[src/rtl/sps_ram.sv]
// Generic single-write, single-read RAM with registered read data.
// No dependencies.
module sps_ram #(
   parameter int WIDTH = 8,
   parameter int DEPTH = 16
) (
   input  logic                     clock,
   input  logic                     wr_en,
   input  logic [$clog2(DEPTH)-1:0] wr_addr,
   input  logic [WIDTH-1:0]         wr_data,
   input  logic [$clog2(DEPTH)-1:0] rd_addr,
   output logic [WIDTH-1:0]         rd_data
);

   logic [WIDTH-1:0] mem_ff [DEPTH];
   logic [WIDTH-1:0] rd_data_ff;

   always_ff @(posedge clock) begin
      if (wr_en) begin
         mem_ff[wr_addr] <= wr_data;
      end
      rd_data_ff <= mem_ff[rd_addr];
   end

   assign rd_data = rd_data_ff;

endmodule

[config.mk]
export PLATFORM = sky130hd
export DESIGN_NAME = sps_ram
export DESIGN_NICKNAME = d
export VERILOG_FILES = /design/src/rtl/sps_ram.sv
export SDC_FILE = /design/constraint.sdc
export NUM_CORES = 1
export LEC_CHECK = 0
export BUFFER_PORTS_ARGS = -buffer_cell sky130_fd_sc_hd__buf_4
export CELL_PAD_IN_SITES_DETAIL_PLACEMENT = 0
export CELL_PAD_IN_SITES_GLOBAL_PLACEMENT = 1
export CORE_MARGIN = 5
export CORE_UTILIZATION = 50
export DETAILED_ROUTE_END_ITERATION = 6
export HOLD_SLACK_MARGIN = 0.08
export PLACE_DENSITY_LB_ADDON = 0.05
export SETUP_SLACK_MARGIN = 0.05
export SYNTH_ARGS = -nofsm -noshare
export SYNTH_HDL_FRONTEND = slang
export SYNTH_SLANG_ARGS = --single-unit
[constraint.sdc]
create_clock -name clock -period 2.21 [get_ports clock]
set_input_delay 0.5525 -clock clock [delete_from_list [all_inputs] [get_ports clock]]
set_output_delay 0.5525 -clock clock [all_outputs]
set_load 0.05 [all_outputs]
==> results of run 1 <==
-- worst paths after layout --
check,from,endpoint,slack (ps),depth (start not counted)
worst max-delay path,rd_data[7],rd_data[7],510,1
worst min-delay path,wr_data[4],mem_ff[6][4],340,1
worst max register to register,mem_ff[2][2],rd_data[2],820,3
worst min register to register,mem_ff[15][4],rd_data[4],670,3
-- layout make-up --
| cell class | count | area, µm² | share of cell area (%) |
|---|---|---|---|
| flip-flops and latches | 136 | 4000 | 64.1 |
| multi-input cells | 83 | 1060 | 16.9 |
| clock buffers | 18 | 418 | 6.69 |
| repair buffers | 47 | 390 | 6.25 |
| clock inverters | 14 | 205 | 3.29 |
| well taps | 136 | 170 | 2.72 |
-- synth_stat cells (all sizes together) --
cell and instances:
edfxtp 128, nand3 1, mux4 32, and2b 1
nor3 4, dfxtp 8, nand3b 2, nor2 13
a22oi 16, nand2b 2, clkdlybuf4s25 3, buf 7
and2 1, nand2 9, nor2b 1, or3b 1
-- sequential cells by signal, indices dropped and copies added, names as in the netlist --
register  flops
mem_ff      128
rd_data       8
-- where the power goes --
group | total (W) | switching [W] | leakage (nW) | internal, W
registers | 0.00290 | 0.0000166 | 1.22 | 0.00288
logic | 0.000347 | 0.000207 | 0.621 | 0.000141
clock network | 0.00292 | 0.000989 | 0.290 | 0.00193
-- layer usage --
metal  vias to the layer above  part of all wire, %
li1                       1090                    -
met1                      1264                   45
met5                         -                    0
met3                         9                  4.0
met2                        55                   50
met4                         0                 0.84
-- placed cells by master (no fill, tap or decap) --
cell type,n
nand3_1,1
and2_1,1
nand2_1,9
nor3_1,4
edfxtp_1,128
buf_12,3
and2b_1,1
or3b_2,1
mux4_2,18
nand3b_1,2
a22oi_1,16
clkbuf_16,16
buf_4,44
dfxtp_1,8
clkbuf_1,1
clkbuf_8,1
mux4_1,14
clkinv_4,1
clkinv_1,3
clkinv_2,1
bufinv_16,5
clkinvlp_4,4
nor2b_1,1
nor2_1,13
nand2b_1,2
-- stage by stage --
stage	instance area, µm²	hold slack (ps)
finish	6240	341
global route	6240	335
global placement	5620	657
detailed placement	5620	662
CTS	6240	316
floorplan	5150	629
-- logic make-up (layout without fill, tap and decap cells) --
family,count (synthesis),after routing,synth area share (%)
AOI/OAI and AO/OA,16,16,2.33
DFF,136,136,77.8
and+or+nand+nor,35,35,3.18
buffers and inverters,10,79,1.68
muxes,32,32,15.0
==> out/results.txt, run 1 <==
Post-Syn Area: 0.00515 mm²
sequential area share after synthesis: 77.8%
Startpoint Class: flop
Leak: 2.13 nW
Post-CTS Resized: 0
met2 usage: 25.7%
M3 GR Usage: 4.84%
period utilisation layout: 76.8%
# fillers: 747
CP required: 1660 ps
Placement Setup Slack: 239 ps
Buf/Inv on CP: 1
share of post-route cells with drive strength above 1: 31.5%
Distinct cells, synth: 19
hold buffers post-CTS: 0
CTS tree: done
hold violation count in the final report: 0
Post-Route WL: 9630 µm
die width: 111 µm
Area growth, synth to finish: 21.3%
row cnt: 37
worst-margin pin slew: 592 ps
Final Util: 61.3%
port bufs: 25
Die H: 111 µm
Mapped Nets: 247
RD Place Congestion: 0.723
Hold WC Path Type: input pin to flop
Detail Route Antenna Nets: 0
routed len/inst: 22.2 µm
Peak VDD IR: 0.527 mV
Worst-Skew Late Latency: 520 ps
Starting Density: 50.5%
maxcap violations: 0
worst setup margin: 514 ps
top cell type's share of synthesized area: 74.7%
Ports: 26
Seq cells post-synth: 136
Worst path max stage delay: 400 ps
kind of critical path: flop to primary output
status: completed
Via Count: 2,418
CP cell instances: buf_4
final setup vio count: 0
Clk pin slew, worst setup/hold paths: 60 ps
vias per inst: 5.57
Max clock buf depth: 2
placed cell count: 402
kind of end point of the critical path: primary output
final worst clock skew: 7.63 ps
non-filler cells, final: 434
Mean Syn Cell Area: 22.5 µm²
htree depth: 4
Synthesis Warnings: 0
power per cell area: 987 mW/mm²
f_max: 590 MHz
Area contributors post-synth: edfxtp_1 (75%), mux4_2 (7.9%), mux4_1 (7.1%), dfxtp_1 (3.1%), a22oi_1 (2.3%)
cts bufs inserted: 17
Nets: 303
first-pass GRT wire length: 14,900 µm
final slew viol count: 0
gr ovfl total: 0
grt met1 use: 23.2%
largest area contributor in the netlist: edfxtp_1
Final min period: 1700 ps
Cells after Synth: 229
RSZ-0062 raised after global routing: false
drt pass-1 iters: 4
crit path max-delay cell type: dfxtp_1
sum of negative setup slack: 0 ps
setup bufs post-CTS: 0
die area: 0.0124 mm²
CTS sink cnt: 136
vias in the first global route: 2,523
slew margin rel.: 60.4%
Clock Tree Root: clkbuf_8
DRT iter0 DRCs: 162
arrival time worst endpoint: 1140 ps
Ant. Diodes: 0
crit-path max FO: 1
Core ar.: 0.0102 mm²
Power Total: 0.00617 W
layer with the highest usage: met2
CP delay by family, top: flip-flops
initial antenna violation count: 0
drc violations: 0
DP HPWL: 6310 µm
largest net degree at the start of global routing: 19
GRT Total Usage: 16.8%
No activity file was read; power rests on OpenSTA's default activity.
==> run 2: changes to the inputs <==
Clock period 2.21 ns to 1.6 ns, I/O delays scaled along.
==> run 2 against run 1 <==
Effect of this change: cell count up 1.2%; die area unchanged; sequential power is 38% higher; combinational power up 42%; critical path type unchanged; critical endpoint is now rd_data[4]; largest cell class unchanged; highest routed layer unchanged.
==> out/results.txt, run 2 (same netlist as run 1, synthesis figures left out) <==
status: completed (unchanged)
hold buffers post-CTS: 0 (unchanged)
Power Total: 0.00806 W (was 0.00617 W)
port bufs: 25 (unchanged)
RD Place Congestion: 0.695 (was 0.723)
drc violations: 0 (unchanged)
CTS tree: done (unchanged)
setup bufs post-CTS: 0 (unchanged)
# fillers: 744 (was 747)
vias per inst: 5.53 (was 5.57)
drt pass-1 iters: 5 (was 4)
Nets: 308 (was 303)
final setup vio count: 0 (unchanged)
Buf/Inv on CP: 1 (unchanged)
hold path start: wr_data[5] (was wr_data[4])
die width: 111 µm (unchanged)
Area growth, synth to finish: 21.4% (was 21.3%)
vias in the first global route: 2,627 (was 2,523)
Startpoint Class: flop (unchanged)
Die H: 111 µm (unchanged)
Ant. Diodes: 0 (unchanged)
gr ovfl total: 0 (unchanged)
CTS sink cnt: 136 (unchanged)
Core ar.: 0.0102 mm² (unchanged)
Final Util: 61.4% (was 61.3%)
maxcap violations: 0 (unchanged)
GRT Total Usage: 16.7% (was 16.8%)
R2R cell count: 3 (unchanged)
largest net degree at the start of global routing: 20 (was 19)
Starting Density: 50.5% (unchanged)
kind of critical path: flop to primary output (unchanged)
max FFs per register: 128 (unchanged)
WHS Endpoint: mem_ff[7][5] (was mem_ff[6][4])
CP delay by family, top: flip-flops (unchanged)
power per cell area: 1290 mW/mm² (was 987 mW/mm²)
Worst path max stage delay: 360 ps (was 400 ps)
Clk pin slew, worst setup/hold paths: 60 ps (about the same)
RSZ-0062 raised after global routing: false (unchanged)
DP HPWL: 6420 µm (was 6310 µm)
die area: 0.0124 mm² (unchanged)
share of post-route cells with drive strength above 1: 33.3% (was 31.5%)
f_max: 677 MHz
period utilisation layout: 92.3%
FF/Latch Area: 0.00400 mm² (unchanged)
placed cell count: 407 (was 402)
hold violation count in the final report: 0 (unchanged)
Max clock buf depth: 2 (unchanged)
commonest non-fill, non-tap cell in the layout: edfxtp_1 (unchanged)
cts bufs inserted: 17 (unchanged)
Peak VDD IR: 0.686 mV (was 0.527 mV)
crit path max-delay cell type: dfxtp_1 (unchanged)
Leak: 2.14 nW (was 2.13 nW)
Worst-Skew Late Latency: 500 ps (was 520 ps)
final worst clock skew: 5.43 ps (was 7.63 ps)
final slew viol count: 0 (unchanged)
Hold Path Depth: 1 (unchanged)
Via Count: 2,426 (was 2,418)
worst hold slack: 202 ps (was 341 ps)
CP required: 1200 ps (was 1660 ps)
worst-margin pin slew: 772 ps (was 592 ps)
Post-CTS Resized: 0 (unchanged)
Hold WC Path Type: input pin to flop (unchanged)
slew margin rel.: 48.4% (was 60.4%)
Clock Tree Root: clkbuf_8 (unchanged)
worst setup margin: 123 ps (was 514 ps)
Critical R2R Launch: mem_ff[10][4] (was mem_ff[2][2])
Placement Setup Slack: -204 ps (was 239 ps)
DRT iter0 DRCs: 141 (was 162)
arrival time worst endpoint: 1080 ps (was 1140 ps)
worst reg2reg setup slack: 230 ps (was 820 ps)
row cnt: 37 (unchanged)
routed len/inst: 21.9 µm (was 22.2 µm)
Post-Route WL: 9630 µm (about the same)
multi-input logic area: 0.00107 mm² (was 0.00106 mm²)
commonest cells after routing, fill and taps aside: edfxtp_1 (128), buf_4 (47), mux4_2 (18) (was edfxtp_1 (128), buf_4 (44), mux4_2 (18))
kind of end point of the critical path: primary output (unchanged)
htree depth: 4 (unchanged)
initial antenna violation count: 0 (unchanged)
r2r endpoint: rd_data[4] (was rd_data[2])
Detail Route Antenna Nets: 0 (unchanged)
first-pass GRT wire length: 15,200 µm (was 14,900 µm)
most flop-heavy register: mem_ff (unchanged)
Ports: 26 (unchanged)
crit-path max FO: 1 (unchanged)
non-filler cells, final: 439 (was 434)
Final min period: 1480 ps
CP cell instances: buf_4 (unchanged)
-- run 2: changes by cell type in the layout (fill, tap and decap cells not counted) --
cell,before,now
buf_12,3,5
buf_4,44,47
bufinv_16,5,2
clkbuf_1,1,2
clkinv_2,1,2
clkinv_4,1,2
clkinvlp_4,4,3
inv_6,0,1
nor3_1,4,1
nor3_2,0,3
-- run 2: routing by layer --
layer / GRT usage, % / part of all wire [%] / vias up
met1: 23.6 / 46 / 1251
met3: 4.24 / 5.3 / 6
met2: 26.2 / 48 / 75
li1: - / - / 1094
met5: 0 / 0 / -
met4: 5.03 / 0.68 / 0
-- run 2: cell type report --
cell class                 instances  area share (%)
multi-input combinational         83            17.2
clock inverter                    13            2.08
timing repair buffer              52            7.25
tap                              136            2.72
sequential                       136            64.1
clock buffer                      19            6.75
-- run 2: how the worst max path moves through the flow --
| stage | cells after the start | endpoint | startpoint | slack [ps] |
|---|---|---|---|---|
| global placement | 5 | rd_data[5] | rd_addr[0] | -190 |
| finish | 1 | rd_data[4] | rd_data[4] | 120 |
| CTS | 1 | rd_data[4] | rd_data[4] | 90 |
| global route | 1 | rd_data[4] | rd_data[4] | 80 |
| detailed placement | 5 | rd_data[5] | rd_addr[0] | -200 |
| floorplan | 2 | mem_ff[3][0] | wr_addr[2] | -70 |
-- run 2: through the flow --
step	area (µm²)	TNS, ps
6_report	6250	0
5_1_grt	6250	0
4_1_cts	6250	0
3_5_place_dp	5700	-3100
3_3_place_gp	5700	-2450
2_1_floorplan	5160	-1980
-- run 2: where the power goes --
part,internal [W],switching (W)
Combinational,0.000204,0.000289
Sequential,0.00398,0.0000254
Clock,0.00220,0.00136
Total,0.00639,0.00167
==> run 3: changes to the inputs <==
Settings changed: HOLD_SLACK_MARGIN 0.08 to not set, RECOVER_POWER set to 25.
==> run 3 against run 2 <==
Effect of this change: hold slack gained 17 ps; utilization shrank 0.26 points; global-route usage did not move; cell count unchanged; register-to-register slack is essentially flat; critical path depth stayed put; die area did not move; maximum frequency about the same.
==> out/results.txt, run 3 (same netlist as run 1, synthesis figures left out) <==
status: completed (unchanged)
drc violations: 0 (unchanged)
commonest cells after routing, fill and taps aside: edfxtp_1 (128), buf_4 (40), mux4_2 (18) (was edfxtp_1 (128), buf_4 (47), mux4_2 (18))
DP HPWL: 6420 µm (unchanged)
Worst-Skew Late Latency: 500 ps (about the same)
met2 usage: 26.2% (unchanged)
vias per inst: 5.57 (was 5.53)
Core ar.: 0.0102 mm² (unchanged)
Worst path max stage delay: 360 ps (about the same)
Leak: 2.12 nW (was 2.14 nW)
initial antenna violation count: 0 (unchanged)
grt met1 use: 23.6% (unchanged)
drt pass-1 iters: 5 (unchanged)
largest net degree at the start of global routing: 20 (unchanged)
maxcap violations: 0 (unchanged)
Max clock buf depth: 2 (unchanged)
commonest non-fill, non-tap cell in the layout: edfxtp_1 (unchanged)
CP cell instances: buf_4 (unchanged)
Placement Setup Slack: -204 ps (unchanged)
Area growth, synth to finish: 20.9% (was 21.4%)
hold violation count in the final report: 0 (unchanged)
RD Place Congestion: 0.695 (unchanged)
row cnt: 37 (unchanged)
period utilisation layout: 92.3% (about the same)
crit path max-delay cell type: dfxtp_1 (unchanged)
DRT iter0 DRCs: 137 (was 141)
Peak VDD IR: 0.686 mV (about the same)
arrival time worst endpoint: 1080 ps (about the same)
hold buffers post-CTS: 0 (unchanged)
number of cells on the critical path: 1 (unchanged)
worst-margin pin slew: 753 ps (was 772 ps)
Startpoint Class: flop (unchanged)
sum of negative setup slack: 0 ps (unchanged)
Starting Density: 50.5% (unchanged)
setup bufs post-CTS: 0 (unchanged)
M3 GR Usage: 4.24% (unchanged)
routed len/inst: 22.0 µm (was 21.9 µm)
htree depth: 4 (unchanged)
final worst clock skew: 5.67 ps (was 5.43 ps)
port bufs: 25 (unchanged)
vias in the first global route: 2,627 (unchanged)
slew margin rel.: 49.7% (was 48.4%)
Ports: 26 (unchanged)
CTS tree: done (unchanged)
die width: 111 µm (unchanged)
CTS sink cnt: 136 (unchanged)
CP delay by family, top: flip-flops (unchanged)
Ant. Diodes: 0 (unchanged)
Clock Tree Root: clkbuf_8 (unchanged)
layer with the highest usage: met2 (unchanged)
GRT Total Usage: 16.7% (unchanged)
Via Count: 2,445 (was 2,426)
final setup vio count: 0 (unchanged)
worst setup margin: 123 ps (about the same)
share of post-route cells with drive strength above 1: 31.0% (was 33.3%)
final slew viol count: 0 (unchanged)
first-pass GRT wire length: 15,200 µm (unchanged)
worst reg2reg setup slack: 230 ps (about the same)
RSZ-0062 raised after global routing: false (unchanged)
Final min period: 1480 ps (about the same)
kind of critical path: flop to primary output (unchanged)
Nets: 308 (unchanged)
crit-path max FO: 1 (unchanged)
Post-CTS Resized: 0 (unchanged)
max FFs per register: 128 (unchanged)
Die H: 111 µm (unchanged)
die area: 0.0124 mm² (unchanged)
Buf/Inv on CP: 1 (unchanged)
Hold WC Path Type: input pin to flop (unchanged)
Clk pin slew, worst setup/hold paths: 60 ps (about the same)
gr ovfl total: 0 (unchanged)
CP required: 1200 ps (about the same)
kind of end point of the critical path: primary output (unchanged)
Post-Route WL: 9650 µm (was 9630 µm)
Detail Route Antenna Nets: 0 (unchanged)
R2R cell count: 3 (unchanged)
cts bufs inserted: 17 (unchanged)
f_max: 677 MHz (about the same)
Hold Path Depth: 1 (unchanged)
power per cell area: 1290 mW/mm² (about the same)
most flop-heavy register: mem_ff (unchanged)
==> run 3: path summary, 6_finish.rpt <==
path | from | endpoint
worst max register to register | mem_ff[10][4] | rd_data[4]
worst min register to register | mem_ff[15][6] | rd_data[6]
worst max-delay path | rd_data[4] | rd_data[4]
worst min-delay path | wr_data[6] | mem_ff[4][6]
==> run 3: routing by layer <==
metal	part of all wire, %	routed length (µm)
met5	0	0
met4	0.50	48
met3	5.6	542
met2	48	4670
met1	46	4390
==> run 3: power by group <==
group          switching [W]  internal, W
combinational       0.000289     0.000196
sequential         0.0000255      0.00399
clock                0.00136      0.00220
total                0.00167      0.00638
==> run 3: worst reg2reg max path, cell delays in order (launching register included) <==
cell	delay, ps
edfxtp_1	370
mux4_1	490
a22oi_1	310
nand2_1	80
==> run 3: final cells by class <==
class / instances / area (µm²)
Sequential cell: 136 / 4000
Fill cell: 748 / 3960
Multi-Input combinational cell: 83 / 1070
Timing Repair Buffer: 52 / 427
Clock buffer: 19 / 422
Tap cell: 136 / 170
Clock inverter: 13 / 130
==> run 3: through the flow <==
| step | hold slack, ps | cell area, µm² | power (W) | util (%) | instances |
|---|---|---|---|---|---|
| after floorplan | 499 | 5160 | 0.00436 | - | 229 |
| after global placement | 657 | 5700 | 0.00457 | 56.0 | 407 |
| after detailed placement | 658 | 5700 | 0.00458 | 56.0 | 407 |
| after CTS | 180 | 6250 | 0.00814 | 61.4 | 439 |
| after global routing | 221 | 6220 | 0.00834 | 61.1 | 439 |
| final | 219 | 6220 | 0.00806 | 61.1 | 439 |
